===== config.mk =====
export PLATFORM = sky130hd
export DESIGN_NAME = request_frame_deframer_unit
export DESIGN_NICKNAME = d
export VERILOG_FILES = /design/src/rtl/rfd_pkg.sv /design/src/rtl/rfd_step.sv /design/src/rtl/request_frame_deframer_unit.sv
export SDC_FILE = /design/constraint.sdc
export NUM_CORES = 1
export LEC_CHECK = 0
export BUFFER_PORTS_ARGS = -buffer_cell sky130_fd_sc_hd__buf_2
export CAP_MARGIN = 40
export CORE_ASPECT_RATIO = 0.8
export CORE_UTILIZATION = 50
export CTS_BUF_LIST = sky130_fd_sc_hd__clkbuf_16
export DETAILED_ROUTE_END_ITERATION = 10
export PLACE_DENSITY = 0.79
export SYNTH_ARGS = -nofsm -noshare
export SYNTH_HDL_FRONTEND = slang
export SYNTH_SLANG_ARGS = --single-unit

===== constraint.sdc =====
create_clock -name clk_i -period 13 [get_ports clk_i]
set_clock_uncertainty 0.15 [all_clocks]
set_input_delay 0.65 -clock clk_i [delete_from_list [all_inputs] [get_ports clk_i]]
set_output_delay 0.65 -clock clk_i [all_outputs]
set_load 0.05 [all_outputs]

===== src/rtl/rfd_pkg.sv =====
// Shared types and codes for the request frame deframer.
package rfd_pkg;

  // Default field widths for body lengths and string counts
  localparam int DefaultLengthBits = 26;
  localparam int DefaultCountBits  = 18;

  // Fixed widths of the register and result fields
  localparam int MaxLenWidth = 26;
  localparam int MaxStrWidth = 18;
  localparam int IndexWidth  = 18;

  // Register reset values
  localparam logic [MaxLenWidth-1:0] MaxMsgLenReset  = MaxLenWidth'(32 << 20);
  localparam logic [MaxStrWidth-1:0] MaxStringsReset = MaxStrWidth'(200 * 1000);

  // Register indexes (paddr[2])
  localparam logic RegMaxMsgLen  = 1'b0;
  localparam logic RegMaxStrings = 1'b1;

  // Parser phases
  localparam logic [1:0] PhLen    = 2'd0;
  localparam logic [1:0] PhCount  = 2'd1;
  localparam logic [1:0] PhStrLen = 2'd2;
  localparam logic [1:0] PhData   = 2'd3;

  // Result kinds
  localparam logic [1:0] KindByte    = 2'd0;
  localparam logic [1:0] KindStrDone = 2'd1;
  localparam logic [1:0] KindReqDone = 2'd2;
  localparam logic [1:0] KindError   = 2'd3;

  // Error codes
  localparam logic [1:0] ErrNone    = 2'd0;
  localparam logic [1:0] ErrTooLong = 2'd1;
  localparam logic [1:0] ErrBadReq  = 2'd2;

  // One result item
  typedef struct packed {
    logic [1:0]            kind;
    logic [7:0]            payload;
    logic [IndexWidth-1:0] string_index;
    logic [1:0]            error_code;
    logic                  last;
  } result_t;

endpackage


===== src/rtl/rfd_step.sv =====
// Per-byte parser step: next state and up to three result items.
module rfd_step import rfd_pkg::*; #(
  parameter int LENGTH_BITS = DefaultLengthBits,
  parameter int COUNT_BITS  = DefaultCountBits
) (
  input  logic [7:0]             rx_byte_i,
  input  logic [MaxLenWidth-1:0] max_msg_len_i,
  input  logic [MaxStrWidth-1:0] max_strings_i,
  input  logic [1:0]             phase_i,
  input  logic [1:0]             fbc_i,
  input  logic [31:0]            fval_i,
  input  logic [LENGTH_BITS-1:0] body_left_i,
  input  logic [COUNT_BITS-1:0]  str_left_i,
  input  logic [LENGTH_BITS-1:0] sbytes_left_i,
  input  logic [COUNT_BITS-1:0]  cur_str_i,
  input  logic                   closed_i,
  output logic [1:0]             phase_o,
  output logic [1:0]             fbc_o,
  output logic [31:0]            fval_o,
  output logic [LENGTH_BITS-1:0] body_left_o,
  output logic [COUNT_BITS-1:0]  str_left_o,
  output logic [LENGTH_BITS-1:0] sbytes_left_o,
  output logic [COUNT_BITS-1:0]  cur_str_o,
  output logic                   closed_o,
  output result_t [2:0]          res_o,
  output logic [1:0]             res_cnt_o
);

  // Largest values the length and count fields can hold
  localparam logic [32:0] LenMax = (33'd1 << LENGTH_BITS) - 33'd1;
  localparam logic [32:0] CntMax = (33'd1 << COUNT_BITS) - 33'd1;

  logic [31:0] v;
  logic        do_sd;
  logic        do_fin;
  logic        do_need;
  logic [1:0]  need_phase;
  logic [1:0]  n;

  always_comb begin
    phase_o       = phase_i;
    fbc_o         = fbc_i;
    fval_o        = fval_i;
    body_left_o   = body_left_i;
    str_left_o    = str_left_i;
    sbytes_left_o = sbytes_left_i;
    cur_str_o     = cur_str_i;
    closed_o      = closed_i;
    res_o         = '0;
    n             = 2'd0;
    v             = '0;
    do_sd         = 1'b0;
    do_fin        = 1'b0;
    do_need       = 1'b0;
    need_phase    = PhStrLen;

    if (!closed_i) begin
      if (phase_i == PhData) begin
        // string byte
        res_o[n].kind         = KindByte;
        res_o[n].payload      = rx_byte_i;
        res_o[n].string_index = IndexWidth'(cur_str_i);
        n = n + 2'd1;
        if (body_left_o != '0) body_left_o = body_left_o - 1'b1;
        if (sbytes_left_o != '0) sbytes_left_o = sbytes_left_o - 1'b1;
        if (sbytes_left_o == '0) do_sd = 1'b1;
      end else begin
        // header field byte, little endian
        if (phase_i != PhLen && body_left_o != '0) body_left_o = body_left_o - 1'b1;
        fval_o = fval_i | (32'(rx_byte_i) << {fbc_i, 3'b000});
        if (fbc_i != 2'd3) begin
          fbc_o = fbc_i + 2'd1;
        end else begin
          v      = fval_o;
          fbc_o  = 2'd0;
          fval_o = '0;
          if (phase_i == PhCount) begin
            if ({1'b0, v} > 33'(max_strings_i) || {1'b0, v} > CntMax) begin
              res_o[n].kind       = KindError;
              res_o[n].error_code = ErrBadReq;
              n = n + 2'd1;
              closed_o = 1'b1;
            end else begin
              str_left_o = v[COUNT_BITS-1:0];
              cur_str_o  = '0;
              if (v == '0) do_fin = 1'b1;
              else begin
                do_need    = 1'b1;
                need_phase = PhStrLen;
              end
            end
          end else if (phase_i == PhStrLen) begin
            if ({1'b0, v} > 33'(body_left_o)) begin
              res_o[n].kind       = KindError;
              res_o[n].error_code = ErrBadReq;
              n = n + 2'd1;
              closed_o = 1'b1;
            end else begin
              sbytes_left_o = v[LENGTH_BITS-1:0];
              if (v == '0) do_sd = 1'b1;
              else phase_o = PhData;
            end
          end else begin
            if ({1'b0, v} > 33'(max_msg_len_i) || {1'b0, v} > LenMax) begin
              res_o[n].kind       = KindError;
              res_o[n].error_code = ErrTooLong;
              n = n + 2'd1;
              closed_o = 1'b1;
            end else begin
              body_left_o = v[LENGTH_BITS-1:0];
              do_need     = 1'b1;
              need_phase  = PhCount;
            end
          end
        end
      end

      // string done
      if (do_sd) begin
        res_o[n].kind         = KindStrDone;
        res_o[n].string_index = IndexWidth'(cur_str_i);
        n = n + 2'd1;
        str_left_o = str_left_o - 1'b1;
        cur_str_o  = cur_str_i + 1'b1;
        if (str_left_o == '0) do_fin = 1'b1;
        else begin
          do_need    = 1'b1;
          need_phase = PhStrLen;
        end
      end

      // next 4-byte field must fit in the body
      if (do_need) begin
        if (body_left_o < LENGTH_BITS'(4)) begin
          res_o[n].kind       = KindError;
          res_o[n].error_code = ErrBadReq;
          n = n + 2'd1;
          closed_o = 1'b1;
        end else begin
          phase_o = need_phase;
        end
      end

      // request end: no leftover body bytes allowed
      if (do_fin) begin
        if (body_left_o != '0) begin
          res_o[n].kind       = KindError;
          res_o[n].error_code = ErrBadReq;
          closed_o = 1'b1;
        end else begin
          res_o[n].kind = KindReqDone;
          phase_o       = PhLen;
        end
        n = n + 2'd1;
      end

      if (n != 2'd0) res_o[n - 2'd1].last = 1'b1;
    end
    res_cnt_o = n;
  end

endmodule


===== src/rtl/request_frame_deframer_unit.sv =====
// Top level of the request frame deframer: state, result buffer, APB registers.
//
// Input channel: one received byte per item (rx_byte_i), valid/stall handshake.
// Output channel: one result per item (kind, payload, string_index, error_code,
// last); last marks the final result caused by one input byte.
// Each byte is parsed in the cycle it is accepted and its 0 to 3 results are
// written into a three-entry result buffer; the first result is offered on
// the next cycle.
// Throughput: one byte per cycle while each byte yields at most one result
// and out_stall_i is low. A byte that yields more than one result holds the
// input off while the result buffer drains, one result per unstalled cycle.
// When out_stall_i is high the current result holds and no new byte is
// accepted until the last buffered result is being taken.
// Reset empties the buffer, returns the parser to waiting for a body length
// and loads the limit registers with their defaults.
// After any error the unit closes and drops every byte until reset.
// Registers (APB, byte address): 0x0 max_message_len, 0x4 max_strings.
module request_frame_deframer_unit import rfd_pkg::*; #(
  parameter int LENGTH_BITS = DefaultLengthBits,
  parameter int COUNT_BITS  = DefaultCountBits
) (
  input  logic                  clk_i,
  input  logic                  rst_ni,
  // byte input
  input  logic                  in_valid_i,
  output logic                  in_stall_o,
  input  logic [7:0]            rx_byte_i,
  // result output
  output logic                  out_valid_o,
  input  logic                  out_stall_i,
  output logic [1:0]            kind_o,
  output logic [7:0]            payload_o,
  output logic [IndexWidth-1:0] string_index_o,
  output logic [1:0]            error_code_o,
  output logic                  last_o,
  // register port
  input  logic                  psel,
  input  logic                  penable,
  input  logic                  pwrite,
  input  logic [2:0]            paddr,
  input  logic [31:0]           pwdata,
  output logic [31:0]           prdata,
  output logic                  pready
);

  logic [MaxLenWidth-1:0] max_msg_len_q;
  logic [MaxStrWidth-1:0] max_strings_q;

  logic [1:0]             phase_q, phase_d;
  logic [1:0]             fbc_q, fbc_d;
  logic [31:0]            fval_q, fval_d;
  logic [LENGTH_BITS-1:0] body_left_q, body_left_d;
  logic [COUNT_BITS-1:0]  str_left_q, str_left_d;
  logic [LENGTH_BITS-1:0] sbytes_left_q, sbytes_left_d;
  logic [COUNT_BITS-1:0]  cur_str_q, cur_str_d;
  logic                   closed_q, closed_d;

  result_t [2:0] res_q, res_d;
  logic [1:0]    res_cnt_q, res_cnt_d;
  logic [1:0]    rd_ptr_q;
  result_t       res_out;

  logic take;
  logic drain_last;
  logic accept;

  // Register port
  assign pready = 1'b1;

  always_comb begin
    case (paddr[2])
      RegMaxMsgLen:  prdata = 32'(max_msg_len_q);
      RegMaxStrings: prdata = 32'(max_strings_q);
      default:       prdata = '0;
    endcase
  end

  always_ff @(posedge clk_i or negedge rst_ni) begin
    if (!rst_ni) begin
      max_msg_len_q <= MaxMsgLenReset;
      max_strings_q <= MaxStringsReset;
    end else if (psel && penable && pwrite && pready) begin
      if (paddr[2] == RegMaxMsgLen) max_msg_len_q <= pwdata[MaxLenWidth-1:0];
      else                          max_strings_q <= pwdata[MaxStrWidth-1:0];
    end
  end

  // Handshake: take a byte once the buffer is empty or its last result leaves
  assign out_valid_o = (rd_ptr_q != res_cnt_q);
  assign take        = out_valid_o && !out_stall_i;
  assign drain_last  = take && ((rd_ptr_q + 2'd1) == res_cnt_q);
  assign in_stall_o  = out_valid_o && !drain_last;
  assign accept      = in_valid_i && !in_stall_o;

  // Parser step
  rfd_step #(
    .LENGTH_BITS (LENGTH_BITS),
    .COUNT_BITS  (COUNT_BITS)
  ) u_step (
    .rx_byte_i     (rx_byte_i),
    .max_msg_len_i (max_msg_len_q),
    .max_strings_i (max_strings_q),
    .phase_i       (phase_q),
    .fbc_i         (fbc_q),
    .fval_i        (fval_q),
    .body_left_i   (body_left_q),
    .str_left_i    (str_left_q),
    .sbytes_left_i (sbytes_left_q),
    .cur_str_i     (cur_str_q),
    .closed_i      (closed_q),
    .phase_o       (phase_d),
    .fbc_o         (fbc_d),
    .fval_o        (fval_d),
    .body_left_o   (body_left_d),
    .str_left_o    (str_left_d),
    .sbytes_left_o (sbytes_left_d),
    .cur_str_o     (cur_str_d),
    .closed_o      (closed_d),
    .res_o         (res_d),
    .res_cnt_o     (res_cnt_d)
  );

  // Parser state
  always_ff @(posedge clk_i or negedge rst_ni) begin
    if (!rst_ni) begin
      phase_q       <= PhLen;
      fbc_q         <= '0;
      fval_q        <= '0;
      body_left_q   <= '0;
      str_left_q    <= '0;
      sbytes_left_q <= '0;
      cur_str_q     <= '0;
      closed_q      <= 1'b0;
    end else if (accept) begin
      phase_q       <= phase_d;
      fbc_q         <= fbc_d;
      fval_q        <= fval_d;
      body_left_q   <= body_left_d;
      str_left_q    <= str_left_d;
      sbytes_left_q <= sbytes_left_d;
      cur_str_q     <= cur_str_d;
      closed_q      <= closed_d;
    end
  end

  // Result buffer control
  always_ff @(posedge clk_i or negedge rst_ni) begin
    if (!rst_ni) begin
      res_cnt_q <= '0;
      rd_ptr_q  <= '0;
    end else if (accept) begin
      res_cnt_q <= res_cnt_d;
      rd_ptr_q  <= '0;
    end else if (take) begin
      rd_ptr_q  <= rd_ptr_q + 2'd1;
    end
  end

  // Result buffer data
  always_ff @(posedge clk_i) begin
    if (accept) res_q <= res_d;
  end

  // Output select
  always_comb begin
    case (rd_ptr_q)
      2'd0:    res_out = res_q[0];
      2'd1:    res_out = res_q[1];
      2'd2:    res_out = res_q[2];
      default: res_out = res_q[0];
    endcase
  end

  assign kind_o         = res_out.kind;
  assign payload_o      = res_out.payload;
  assign string_index_o = res_out.string_index;
  assign error_code_o   = res_out.error_code;
  assign last_o         = res_out.last;

endmodule


==> summary.md <==
| Metric | Value |
|---|---|
| Final min period | 8.93 ns |
| CORE AREA | 32500 um^2 |
| Setup crit end kind | flip-flop |
| Global placer's final weighted congestion | 0.945 |
| Library cell occupying the most area in the post-synthesis netlist | dfrtp_1 |
| Total wire length after detailed routing | 51200 um |
| Initial core utilization | 50.8% |
| Pwr Density | 242 nW/um^2 |
| Leading cell types by count after synthesis | nand2_1 (176), nor2_1 (176), dfrtp_1 (166) |
| Count of endpoints failing setup in the final report | 0 |
| Number of warnings printed during yosys synthesis | 0 |
| Number of distinct standard cells referenced by the synthesized netlist | 93 |
| Hold buffer count at CTS | 1 |
| RSZ-0062 raised after global routing | no |
| Fillers | 2922 |
| Number of global-route vias before repair | 14500 |
| Maximum root-to-sink buffer count | 3 |
| Register area share after synthesis | 36.7% |
| Outcome | complete, no violations |
| Clock tree from TritonCTS | yes |
| Total of max-cap violations | 0 |
| Cell at the root of the clock tree | clkbuf_16 |
| Number of endpoints with negative hold slack in the final report | 0 |
| Count of inserted antenna diode cells | 0 |
| Largest net degree at the start of global routing | 91 |
| Antenna violations before repair | 2 |
| Portion of synthesized cell area occupied by the leading cell type | 25.2% |
| Total track usage | 30.4% |
| Placed instance count | 2380 |
| Die Outline Area | 33700 um^2 |
| CP Data Arrival Time | 9.08 ns |
| Cell count after synthesis | 1924 |
| Max Freq | 112 MHz |
| Measured slew at the worst slew-check pin | 1.02 ns |
| Count of flip-flops with a built-in enable after synthesis | 57 |
| Max-slew headroom | 31.1% |
| Finished Core Util | 56.3% |
| Die boundary height | 164 um |
| Portion of the clock cycle consumed by the worst path in the final layout | 68.7% |
| Antenna violation net count after detailed routing | 0 |
| Count of routing violations after the opening detailed-route iteration | 1633 |
| Clock slew seen by the registers of the worst setup and hold paths | 0.06 ns |
| H-tree level count | 1 |
| Number of vias per cell after detailed routing | 6.40 |
| CP Launch Type | flip-flop |
| Area overhead of the layout relative to synthesis | 10.8% |
| Critical Path RT | 13.16 ns |
| Clock latency reported for the late side of the worst-skew pair | 0.57 ns |
| Clock tree sinks | 230 |
| Post-Synthesis Cell Area | 16500 um^2 |
| Synth Register Bits | 230 |
| Routed via count | 15600 |
| Largest cells by area after synthesis | dfrtp_1 (25%), edfxtp_1 (10%), ha_1 (6.6%), a21oi_1 (4.3%), o21ai_0 (4.1%) |
| Number of cell rows | 59 |
| Layout cells sized above 1 | 14.7% |
| Post-CTS setup buffer count | 0 |
| Start-to-end type of the worst setup path | flip-flop to flip-flop |
| Half-perimeter wire length after placement | 37600 um |
| IO Count | 116 |
| Chip width | 205 um |
| Fraction of synthesis flops using an asynchronous set or reset pin | 75.2% |
| Wire length per cell | 21.1 um |
| Count of final max-slew check failures | 0 |
| # DRC | 0 |
| Post-Layout Cell Count | 2429 |
| Largest voltage drop on the vdd net | 0.123 mV |
| GR Overflow Total | 0 |
| Mean post-synth cell area | 8.57 um^2 |
| Final setup TNS | 0 ns |
| Global-route wire length before repair | 80700 um |
| Predominant post-synthesis flop cell | dfrtp_1 |
| Gates resized, CTS repair | 0 |
| Detailed-router iteration count before antenna repair | 8 |
| Cts bufs inserted | 26 |
| Hold/Removal Path Class | input port to flip-flop |
| Number of buffers added on ports | 100 |
| Net count reported at finish | 2119 |
| Static leakage power | 7.95 nW |
| Crit Path Max Fanout | 15 |
## state kept, by name, summed over array words and instances, names as in the netlist
register,cells
fbc_q,2
fval_q,32
str_left_q,18
sbytes_left_q,26
res_q,57
phase_q,2
rd_ptr_q,2
body_left_q,26
max_strings_q,18
max_msg_len_q,26
closed_q,1
res_cnt_q,2
cur_str_q,18
## final timing paths
kind,from,endpoint,slack (ns),cells after the start
max in group asynchronous,rst_ni,cur_str_q[1],11.49,4
hold reg to reg,fval_q[16],fval_q[16],0.34,2
setup reg to reg,fbc_q[0],res_q[0],4.07,26
hold / removal,pwdata[24],max_msg_len_q[24],0.17,2
setup / recovery,fbc_q[0],res_q[0],4.07,26
min in group asynchronous,rst_ni,max_strings_q[13],0.31,2
## worst max-delay path, stage by stage (launching register included)
cell	delay [ns]
dfrtp_1	0.64
nor2b_1	0.71
a21oi_1	0.26
inv_1	0.41
ha_1	0.34
a21o_1	0.16
a21oi_1	0.13
o21ai_0	0.11
a211oi_1	0.47
nor2_1	0.14
or3_1	0.65
a21oi_1	0.39
ha_1	0.34
nand3_1	0.32
or3_1	0.50
nor3_1	0.20
xor2_1	0.09
nor4_1	0.27
a21oi_1	0.12
o31ai_2	0.46
a2111o_1	0.47
mux2i_1	0.41
inv_1	0.08
ha_1	0.32
and3b_1	0.19
a311oi_1	0.24
a21oi_1	0.07
## per-layer routing
metal / share of wire [%] / track usage [%] / vias up
met4: 3.1 / 9.43 / 2
met2: 43 / 45.1 / 818
met5: 0.023 / 0 / -
met1: 43 / 44.2 / 7478
li1: - / - / 7129
met3: 11 / 6.49 / 129
## logic make-up (layout without fill, tap and decap cells)
group,Yosys count,in the layout,synth area share (%)
simple gates,711,711,22.0
compound gates,536,536,21.2
flops,230,230,36.7
buf+inv,225,298,5.40
fa+ha+maj,88,88,6.66
xor+xnor,68,68,3.75
mux,64,64,4.25
other cells,2,7,0.0455
## stage by stage
stage	total power [mW]	instance area (um^2)	worst slack [ns]	hold WS, ns
after floorplan	2.92	16500	6.10	0.204
after global placement	3.54	17300	4.60	0.314
after detailed placement	3.62	17400	4.44	0.322
after CTS	4.35	18300	4.39	0.160
after global routing	4.68	18300	3.68	0.165
final	4.42	18300	4.07	0.169
## cell type report
cell class	instances	area, um^2	area share (%)
clock inverters	22	173	0.945
flip-flops and latches	230	6050	33.1
multi-input cells	1474	9600	52.5
repair buffers	143	873	4.78
clock buffers	26	651	3.56
inverters	107	402	2.20
well taps	427	534	2.92
## placed cells by master (no fill, tap or decap), types with 16 or more instances in the layout
| cell type | synthesis | layout |
|---|---|---|
| a211oi_1 | 16 | 16 |
| a21o_1 | 18 | 18 |
| a21oi_1 | 141 | 141 |
| a22o_1 | 25 | 25 |
| a22oi_1 | 18 | 18 |
| a31oi_1 | 17 | 17 |
| and2_1 | 60 | 60 |
| buf_2 | 12 | 100 |
| buf_4 | 8 | 37 |
| clkbuf_16 | 0 | 26 |
| dfrtp_1 | 166 | 166 |
| edfxtp_1 | 57 | 57 |
| ha_1 | 87 | 87 |
| inv_1 | 106 | 111 |
| mux2_2 | 49 | 49 |
| nand2_1 | 176 | 175 |
| nand3_1 | 35 | 35 |
| nand4_1 | 34 | 34 |
| nor2_1 | 176 | 174 |
| nor3_1 | 62 | 61 |
| nor4_1 | 40 | 40 |
| o21ai_0 | 136 | 136 |
| o22ai_1 | 17 | 17 |
| o31ai_1 | 25 | 25 |
| or3_1 | 20 | 20 |
| xnor2_1 | 42 | 42 |
| xor2_1 | 23 | 23 |
## where the power goes
group | internal (mW) | leakage (nW) | switching (mW)
clock | 0.405 | 0.426 | 0.322
combinational | 0.814 | 4.76 | 1.70
sequential | 0.960 | 2.77 | 0.216
Power figures use the tool's default switching activity.
